===== src/design/erd_pkg.sv =====
package erd_pkg;

   localparam logic [31:0] CRC_POLY   = 32'hEDB88320;
   localparam logic [31:0] CRC_PRESET = 32'hFFFFFFFF;

   localparam logic [6:0] NAME_LEN_RESET = 7'd64;
   localparam logic [6:0] NAME_RUN_MAX   = 7'd127;
   localparam logic [7:0] NAME_COUNT_MAX = 8'd255;

   // record length field: event number and type (4 + 1) plus payload; excludes the length field and CRC
   localparam logic [31:0] LEN_HEADER    = 32'd5;
   localparam logic [31:0] LEN_PIXEL     = 32'd14;
   localparam logic [31:0] LEN_ELIM      = 32'd6;
   localparam logic [31:0] LEN_NEW_MIN   = 32'd14;

   // payload byte index limits
   localparam logic [3:0] IDX_MAX        = 4'd15;
   localparam logic [3:0] IDX_WORD_BYTES = 4'd4;
   localparam logic [3:0] IDX_TWO_WORDS  = 4'd8;

   localparam logic [1:0] ST_OK      = 2'd0;
   localparam logic [1:0] ST_CRC     = 2'd1;
   localparam logic [1:0] ST_PAYLOAD = 2'd2;
   localparam logic [1:0] ST_BAD_LEN = 2'd3;

   localparam logic [7:0] KIND_NEW_GAME   = 8'd0;
   localparam logic [7:0] KIND_PIXEL      = 8'd1;
   localparam logic [7:0] KIND_ELIMINATED = 8'd2;
   localparam logic [7:0] KIND_GAME_OVER  = 8'd3;

   typedef struct packed {
      logic [1:0]  status;
      logic [31:0] event_number;
      logic [1:0]  event_kind;
      logic [7:0]  player_index;
      logic [31:0] coord_x;
      logic [31:0] coord_y;
      logic [31:0] board_width;
      logic [31:0] board_height;
      logic [7:0]  name_count;
   } erd_result_type;

   // reflected CRC-32, one byte
   function automatic logic [31:0] erd_crc_byte(input logic [31:0] crc, input logic [7:0] b);
      logic [31:0] c;
      c = crc ^ {24'd0, b};
      for (int k = 0; k < 8; k++) begin
         c = c[0] ? ((c >> 1) ^ CRC_POLY) : (c >> 1);
      end
      return c;
   endfunction

endpackage


===== src/design/event_record_deframer.sv =====
// channel | direction | payload
// req_    | in        | tdata: data_byte[7:0]; tlast: datagram_end
// rsp_    | out       | tuser: status, event_kind; tdata: decoded event fields
// csr_    | in        | data: max_name_len[6:0], always ready
//
// One byte per cycle sustained while rsp_ is not stalled; a byte is registered in
// the input register, field decode and CRC-32 update work on the held byte, and
// the result of a record's closing byte lands in the result register (rsp_tvalid).
// Reset clears the parse state, halt flag and both valid flags; max_name_len
// returns to 64. A stalled rsp_ holds its result while the input register still
// takes one more byte, then req_tready drops until the result is taken.
module event_record_deframer
   import erd_pkg::*;
(
   input  logic         clock,
   input  logic         reset,

   input  logic         req_tvalid,
   output logic         req_tready,
   input  logic [7:0]   req_tdata,   // [7:0] data_byte
   input  logic         req_tlast,

   output logic         rsp_tvalid,
   input  logic         rsp_tready,
   // [31:0] event_number, [39:32] player_index, [71:40] coord_x, [103:72] coord_y,
   // [135:104] board_width, [167:136] board_height, [175:168] name_count
   output logic [175:0] rsp_tdata,
   output logic [3:0]   rsp_tuser,   // [1:0] status, [3:2] event_kind

   input  logic         csr_valid,
   output logic         csr_ready,
   input  logic [6:0]   csr_data
);

   logic           in_vld_ff, in_vld_in;
   logic [7:0]     in_byte_ff;
   logic           in_last_ff;
   logic [6:0]     name_len_ff;
   logic           rsp_vld_ff, rsp_vld_in;
   erd_result_type rsp_res_ff;

   logic           go;
   logic           res_valid;
   erd_result_type res;

   // advance the held byte when the result register is free or draining
   assign go         = in_vld_ff && (!rsp_vld_ff || rsp_tready);
   assign req_tready = !in_vld_ff || go;
   assign csr_ready  = 1'b1;

   erd_parser u_parser (
      .clock        (clock),
      .reset        (reset),
      .go           (go),
      .data_byte    (in_byte_ff),
      .last         (in_last_ff),
      .max_name_len (name_len_ff),
      .res_valid    (res_valid),
      .res          (res)
   );

   always_comb begin
      in_vld_in = req_tvalid ? 1'b1 : (in_vld_ff && !go);
      if (!req_tready) in_vld_in = in_vld_ff;
      rsp_vld_in = rsp_vld_ff && !rsp_tready;
      if (go && res_valid) rsp_vld_in = 1'b1;
   end

   always_ff @(posedge clock) begin
      if (reset) begin
         in_vld_ff   <= 1'b0;
         rsp_vld_ff  <= 1'b0;
         name_len_ff <= NAME_LEN_RESET;
      end else begin
         in_vld_ff  <= in_vld_in;
         rsp_vld_ff <= rsp_vld_in;
         if (csr_valid && csr_ready) name_len_ff <= csr_data;
      end
      if (req_tvalid && req_tready) begin
         in_byte_ff <= req_tdata;
         in_last_ff <= req_tlast;
      end
      if (go && res_valid) rsp_res_ff <= res;
   end

   assign rsp_tvalid = rsp_vld_ff;
   assign rsp_tuser  = {rsp_res_ff.event_kind, rsp_res_ff.status};
   assign rsp_tdata  = {rsp_res_ff.name_count, rsp_res_ff.board_height,
                        rsp_res_ff.board_width, rsp_res_ff.coord_y,
                        rsp_res_ff.coord_x, rsp_res_ff.player_index,
                        rsp_res_ff.event_number};

endmodule


===== src/design/erd_parser.sv =====
module erd_parser
   import erd_pkg::*;
(
   input  logic           clock,
   input  logic           reset,
   input  logic           go,
   input  logic [7:0]     data_byte,
   input  logic           last,
   input  logic [6:0]     max_name_len,
   output logic           res_valid,
   output erd_result_type res
);

   typedef enum logic [2:0] {
      PH_LEN,
      PH_EVNO,
      PH_TYPE,
      PH_PAYLOAD,
      PH_CRC,
      PH_BADLEN
   } phase_type;

   phase_type   phase_ff, phase_in;
   logic [1:0]  cnt_ff, cnt_in;
   logic [31:0] rem_ff, rem_in;
   logic [3:0]  idx_ff, idx_in;
   logic [31:0] len_ff, len_in;
   logic [31:0] evno_ff, evno_in;
   logic [7:0]  type_ff, type_in;
   logic [31:0] crc_ff, crc_in;
   logic [31:0] rcv_ff, rcv_in;
   logic [31:0] word0_ff, word0_in;
   logic [31:0] word1_ff, word1_in;
   logic [7:0]  player_ff, player_in;
   logic [6:0]  run_ff, run_in;
   logic [7:0]  names_ff, names_in;
   logic        zero_ff, zero_in;
   logic        invalid_ff, invalid_in;
   logic        halted_ff, halted_in;
   logic        ge9_ff, ge9_in;
   logic        eq9_ff, eq9_in;
   logic        eq1_ff, eq1_in;
   logic        eq0_ff, eq0_in;

   logic [31:0] crc_next;
   logic [31:0] rcv_next;
   logic [6:0]  run_inc;
   logic        restart;
   logic        payload_ok;

   always_comb begin
      crc_next   = erd_crc_byte(crc_ff, data_byte);
      rcv_next   = {rcv_ff[23:0], data_byte};
      run_inc    = (run_ff < NAME_RUN_MAX) ? run_ff + 7'd1 : run_ff;
      restart    = 1'b0;
      res_valid  = 1'b0;
      res        = '0;

      phase_in   = phase_ff;
      cnt_in     = cnt_ff;
      rem_in     = rem_ff;
      idx_in     = idx_ff;
      len_in     = len_ff;
      evno_in    = evno_ff;
      type_in    = type_ff;
      crc_in     = crc_ff;
      rcv_in     = rcv_ff;
      word0_in   = word0_ff;
      word1_in   = word1_ff;
      player_in  = player_ff;
      run_in     = run_ff;
      names_in   = names_ff;
      zero_in    = zero_ff;
      invalid_in = invalid_ff;
      halted_in  = halted_ff;
      ge9_in     = ge9_ff;
      eq9_in     = eq9_ff;
      eq1_in     = eq1_ff;
      eq0_in     = eq0_ff;

      case (type_ff)
         KIND_NEW_GAME:   payload_ok = ge9_ff && zero_ff && !invalid_ff;
         KIND_PIXEL:      payload_ok = eq9_ff;
         KIND_ELIMINATED: payload_ok = eq1_ff;
         default:         payload_ok = eq0_ff;
      endcase

      if (go && !halted_ff) begin
         case (phase_ff)
            PH_LEN: begin
               crc_in = crc_next;
               len_in = {len_ff[23:0], data_byte};
               cnt_in = cnt_ff + 2'd1;
               if (cnt_ff == 2'd3) phase_in = PH_EVNO;
            end
            PH_EVNO: begin
               crc_in  = crc_next;
               evno_in = {evno_ff[23:0], data_byte};
               cnt_in  = cnt_ff + 2'd1;
               if (cnt_ff == 2'd3) phase_in = PH_TYPE;
            end
            PH_TYPE: begin
               crc_in  = crc_next;
               type_in = data_byte;
               cnt_in  = 2'd0;
               idx_in  = 4'd0;
               rem_in  = len_ff - LEN_HEADER;
               ge9_in  = len_ff >= LEN_NEW_MIN;
               eq9_in  = len_ff == LEN_PIXEL;
               eq1_in  = len_ff == LEN_ELIM;
               eq0_in  = len_ff == LEN_HEADER;
               if (len_ff < LEN_HEADER)       phase_in = PH_BADLEN;
               else if (len_ff == LEN_HEADER) phase_in = PH_CRC;
               else                           phase_in = PH_PAYLOAD;
            end
            PH_PAYLOAD: begin
               crc_in  = crc_next;
               zero_in = data_byte == 8'd0;
               if (type_ff == KIND_PIXEL || type_ff == KIND_ELIMINATED) begin
                  if (idx_ff == 4'd0) begin
                     player_in = data_byte;
                  end else if (idx_ff <= IDX_WORD_BYTES) begin
                     word0_in = {word0_ff[23:0], data_byte};
                  end else if (idx_ff <= IDX_TWO_WORDS) begin
                     word1_in = {word1_ff[23:0], data_byte};
                  end
               end else if (type_ff == KIND_NEW_GAME) begin
                  if (idx_ff < IDX_WORD_BYTES) begin
                     word0_in = {word0_ff[23:0], data_byte};
                  end else if (idx_ff < IDX_TWO_WORDS) begin
                     word1_in = {word1_ff[23:0], data_byte};
                  end else if (data_byte == 8'd0) begin
                     // name terminator: an empty name is a payload error
                     if (run_ff == 7'd0) invalid_in = 1'b1;
                     else if (names_ff < NAME_COUNT_MAX) names_in = names_ff + 8'd1;
                     run_in = 7'd0;
                  end else begin
                     run_in = run_inc;
                     if (run_inc > max_name_len) invalid_in = 1'b1;
                  end
               end
               idx_in = (idx_ff == IDX_MAX) ? idx_ff : idx_ff + 4'd1;
               rem_in = rem_ff - 32'd1;
               if (rem_ff == 32'd1) phase_in = PH_CRC;
            end
            PH_CRC: begin
               rcv_in = rcv_next;
               cnt_in = cnt_ff + 2'd1;
               if (cnt_ff == 2'd3) begin
                  restart = 1'b1;
                  if (~crc_ff != rcv_next) begin
                     res_valid        = 1'b1;
                     res.status       = ST_CRC;
                     res.event_number = evno_ff;
                     halted_in        = 1'b1;
                  end else if (type_ff <= KIND_GAME_OVER) begin
                     res_valid        = 1'b1;
                     res.event_number = evno_ff;
                     if (!payload_ok) begin
                        res.status = ST_PAYLOAD;
                        halted_in  = 1'b1;
                     end else begin
                        res.status     = ST_OK;
                        res.event_kind = type_ff[1:0];
                        if (type_ff == KIND_PIXEL || type_ff == KIND_ELIMINATED)
                           res.player_index = player_ff;
                        if (type_ff == KIND_PIXEL) begin
                           res.coord_x = word0_ff;
                           res.coord_y = word1_ff;
                        end
                        if (type_ff == KIND_NEW_GAME) begin
                           res.board_width  = word0_ff;
                           res.board_height = word1_ff;
                           res.name_count   = names_ff;
                        end
                     end
                  end
               end
            end
            PH_BADLEN: begin
               cnt_in = cnt_ff + 2'd1;
               if (cnt_ff == 2'd3) begin
                  restart          = 1'b1;
                  res_valid        = 1'b1;
                  res.status       = ST_BAD_LEN;
                  res.event_number = evno_ff;
                  halted_in        = 1'b1;
               end
            end
            default: begin
               restart = 1'b1;
            end
         endcase
      end

      // end of datagram: drop any partial record and resume parsing
      if (go && last) begin
         restart   = 1'b1;
         halted_in = 1'b0;
      end

      if (restart) begin
         phase_in   = PH_LEN;
         cnt_in     = 2'd0;
         idx_in     = 4'd0;
         crc_in     = CRC_PRESET;
         run_in     = 7'd0;
         names_in   = 8'd0;
         zero_in    = 1'b0;
         invalid_in = 1'b0;
      end
   end

   always_ff @(posedge clock) begin
      if (reset) begin
         phase_ff   <= PH_LEN;
         cnt_ff     <= 2'd0;
         idx_ff     <= 4'd0;
         crc_ff     <= CRC_PRESET;
         run_ff     <= 7'd0;
         names_ff   <= 8'd0;
         zero_ff    <= 1'b0;
         invalid_ff <= 1'b0;
         halted_ff  <= 1'b0;
      end else begin
         phase_ff   <= phase_in;
         cnt_ff     <= cnt_in;
         idx_ff     <= idx_in;
         crc_ff     <= crc_in;
         run_ff     <= run_in;
         names_ff   <= names_in;
         zero_ff    <= zero_in;
         invalid_ff <= invalid_in;
         halted_ff  <= halted_in;
      end
      rem_ff    <= rem_in;
      len_ff    <= len_in;
      evno_ff   <= evno_in;
      type_ff   <= type_in;
      rcv_ff    <= rcv_in;
      word0_ff  <= word0_in;
      word1_ff  <= word1_in;
      player_ff <= player_in;
      ge9_ff    <= ge9_in;
      eq9_ff    <= eq9_in;
      eq1_ff    <= eq1_in;
      eq0_ff    <= eq0_in;
   end

   a_halted_silent: assert property (@(posedge clock) disable iff (reset)
      halted_ff |-> !res_valid)
      else $error("result produced while datagram halted");

   a_error_halts: assert property (@(posedge clock) disable iff (reset)
      go && res_valid && res.status != ST_OK && !last |=> halted_ff)
      else $error("error result did not halt the datagram");

   a_end_restarts: assert property (@(posedge clock) disable iff (reset)
      go && last |=> phase_ff == PH_LEN && !halted_ff && cnt_ff == 2'd0)
      else $error("datagram end did not restart parsing");

   a_event_from_crc: assert property (@(posedge clock) disable iff (reset)
      res_valid && res.status == ST_OK |-> phase_ff == PH_CRC && cnt_ff == 2'd3)
      else $error("event emitted outside the CRC field");

endmodule

===== config.mk =====
export PLATFORM = sky130hd
export DESIGN_NAME = event_record_deframer
export DESIGN_NICKNAME = d
export VERILOG_FILES = /design/src/design/erd_pkg.sv /design/src/design/event_record_deframer.sv /design/src/design/erd_parser.sv
export SDC_FILE = /design/constraint.sdc
export NUM_CORES = 1
export LEC_CHECK = 0
export ABC_AREA = 1
export ABC_CLOCK_PERIOD_IN_PS = 22500
export BUFFER_PORTS_ARGS = -buffer_cell sky130_fd_sc_hd__buf_2
export CAP_MARGIN = 10
export CORE_MARGIN = 5
export CORE_UTILIZATION = 59
export DETAILED_ROUTE_END_ITERATION = 8
export PLACE_DENSITY = 0.8
export SYNTH_ARGS = -nofsm -noshare
export SYNTH_HDL_FRONTEND = slang
export SYNTH_HIERARCHICAL = 1
export SYNTH_SLANG_ARGS = --single-unit

===== constraint.sdc =====
create_clock -name clock -period 22.5 [get_ports clock]
set_clock_uncertainty 0.15 [all_clocks]
set_input_delay 4.5 -clock clock [delete_from_list [all_inputs] [get_ports clock]]
set_output_delay 4.5 -clock clock [all_outputs]
set_load 0.005 [all_outputs]

==> flow_summary.json <==
{
  "finish.utilization_pct": 68.6,
  "cts_setup_buffers": 0,
  "ant_nets": 0,
  "grt-ovfl-total": 0,
  "vdd_drop_max_v": 0.0000538,
  "grt_pass1_wl_um": 72800,
  "grt_max_degree": 94,
  "wl_per_cell_um": 18.1,
  "drt_iter0_drc": 1493,
  "core-area_um2": 33400,
  "cts-buffers-inserted": 46,
  "cts.clk_slew.worst_paths_ns": 0.06,
  "start_util_pct": 59.5,
  "path_cells": "buf_2, inv_1, nand3_1, buf_2",
  "synth_cell_types": 52,
  "vias": 13972,
  "yosys_warnings": 6,
  "drv_cap": 0,
  "synthTopCellsByArea": "edfxtp_1 (59%), nand2_1 (7.2%), dfxtp_1 (6.9%)",
  "syn_to_final_growth_pct": 15.3,
  "synth_edf_count": 393,
  "cellPowerDensity_nw_per_um2": 79.5,
  "ios": 204,
  "async_flop_share_pct": 0,
  "row_count": 67,
  "path_max_fanout": 3,
  "drc_errors": 0,
  "rsz0062_at_grt": "false",
  "synth_top_cell_by_area": "edfxtp_1",
  "postSynthAreaPerCell_um2": 10.7,
  "path_buf_inv": 3,
  "timing.critical_path.to_type": "output port",
  "status": "completed",
  "h-tree-depth": 2,
  "yosysMostFrequentCell": "edfxtp_1",
  "die-area_um2": 37400,
  "nNetsFinal": 2112,
  "ys_seq_area_share_pct": 66.3,
  "arrival_ns": 4.92,
  "first_global_vias": 13672,
  "drive_above_1_share_pct": 15.8,
  "path_class": "input pin to output port",
  "synth_commonest_cells": "edfxtp_1 (393), nand2_1 (379), nor2_1 (329)",
  "tightest_slew_ns": 1.17,
  "max_freq_mhz": 104,
  "synth.net_count": 1893,
  "finalPower_mw": 1.82,
  "slowest_delay_ns": 0.16,
  "antenna_cells": 0,
  "post-dp-hpwl_um": 30300,
  "ys_ff_latch": 461,
  "cp_slowest_cell": "buf_2",
  "syn_area_um2": 19800,
  "post_drt_via_cell_ratio": 5.47,
  "crit_top_cell": "buf_2",
  "hold_path_class": "flop to flop",
  "die_height_um": 193,
  "yosys.area.top_type_share_pct": 59.5,
  "drt_pass1_iterations": 5,
  "crit_required_ns": 17.85,
  "tritoncts": "done",
  "die_w_um": 193,
  "p_leak_nw": 7.97,
  "tns_ns": 0,
  "antenna_found_initial": 0,
  "clk_path_buf_depth": 3,
  "clock_latency_ns": 0.55,
  "cts_resized": 0,
  "wirelength_um": 46100,
  "hold_buffers": 0,
  "root_buffer": "clkbuf_16",
  "layout_min_cycle_time_ns": 9.57,
  "clock_sinks": 461,
  "setup_violations": 0,
  "hold_viol": 0,
  "slew_viol_final": 0,
  "gp_congestion": 0.880,
  "synthCells": 1851,
  "cp-start-kind": "input pin",
  "synthFlopType": "edfxtp_1",
  "timing.final.crit_share_pct": 42.5,
  "max_slew_margin_pct": 22.3,
  "track_usage_pct": 24.0,
  "cp_top_family": "buffers and inverters",
  "numPortBuffers": 202
}
[registers in the layout (all words and copies together), names as in the netlist, 2 cells and up]
signal / count
in_byte_ff: 8
name_len_ff: 7
rsp_tdata: 176
rsp_tuser: 4
u_parser/cnt_ff: 2
u_parser/crc_ff: 32
u_parser/evno_ff: 32
u_parser/idx_ff: 4
u_parser/len_ff: 32
u_parser/names_ff: 8
u_parser/phase_ff: 3
u_parser/player_ff: 8
u_parser/rcv_ff: 24
u_parser/rem_ff: 32
u_parser/run_ff: 7
u_parser/type_ff: 8
u_parser/word0_ff: 32
u_parser/word1_ff: 32
[path summary, 6_finish.rpt]
| check | from | endpoint | slack, ns | cells past startpoint |
|---|---|---|---|---|
| worst max-delay path | rsp_tready | req_tready | 12.93 | 4 |
| worst min-delay path | u_parser/evno_ff[10] | u_parser/evno_ff[18] | 0.29 | 0 |
| worst max register to register | in_byte_ff[5] | rsp_tdata[172] | 16.60 | 17 |
| worst min register to register | u_parser/evno_ff[10] | u_parser/evno_ff[18] | 0.29 | 0 |
[cell families after synthesis]
group | Yosys count | share of synthesized area (%)
simple gates | 838 | 17.2
flops | 461 | 66.3
buf+inv | 235 | 4.66
compound gates | 200 | 5.90
xor+xnor | 94 | 4.49
fa+ha+maj | 21 | 1.32
other cells | 1 | 0.0189
mux | 1 | 0.0505
[final cells by class]
type,instances,area [µm²]
clock inverter,23,230
timing repair buffer,218,1130
clock buffer,62,1300
sequential,461,13200
inverter,188,706
fill,2382,10500
multi-input combinational,1155,5790
tap,448,561
[power breakdown]
| part | total, mW | internal, mW | switching [mW] | leakage [nW] |
|---|---|---|---|---|
| combinational | 0.106 | 0.0368 | 0.0695 | 3.49 |
| clock | 0.769 | 0.454 | 0.316 | 0.754 |
| sequential | 0.943 | 0.929 | 0.0139 | 3.72 |
| total | 1.82 | 1.42 | 0.399 | 7.97 |
[cell usage in the layout (no fill, tap or decap), types with 4 or more instances in the layout]
| cell type | instances |
|---|---|
| nand2_1 | 379 |
| edfxtp_1 | 393 |
| a21oi_1 | 66 |
| o211ai_1 | 6 |
| nand4_1 | 17 |
| nand3_1 | 59 |
| nand3b_1 | 4 |
| a31oi_1 | 7 |
| nor2_1 | 325 |
| clkbuf_8 | 7 |
| or2_2 | 9 |
| buf_4 | 16 |
| clkinv_2 | 7 |
| buf_2 | 202 |
| dfxtp_1 | 68 |
| clkbuf_16 | 47 |
| inv_1 | 181 |
| nor3_1 | 18 |
| o21ai_0 | 61 |
| clkinv_1 | 8 |
| bufinv_16 | 4 |
| xnor2_1 | 25 |
| ha_1 | 21 |
| a21boi_0 | 33 |
| o221ai_1 | 6 |
| nor2_2 | 9 |
| xor2_1 | 63 |
| o21ai_1 | 6 |
| clkbuf_1 | 8 |
| inv_2 | 7 |
[metrics by stage]
step	cell area (µm²)	std cells	setup slack, ns	hold slack, ns
3_3_place_gp	21400	2470	12.95	0.274
6_report	22900	2555	12.93	0.290
4_1_cts	22900	2555	12.93	0.296
5_1_grt	22900	2555	12.87	0.309
3_5_place_dp	21400	2470	12.93	0.279
2_1_floorplan	19800	1851	3.94	0.269
[metal layers]
| layer | global-route usage [%] | wire length, µm |
|---|---|---|
| met5 | 0 | 0 |
| met4 | 8.23 | 1450 |
| met3 | 4.97 | 3610 |
| met2 | 41.3 | 23000 |
| met1 | 30.5 | 18000 |
Power figures use the tool's default switching activity.
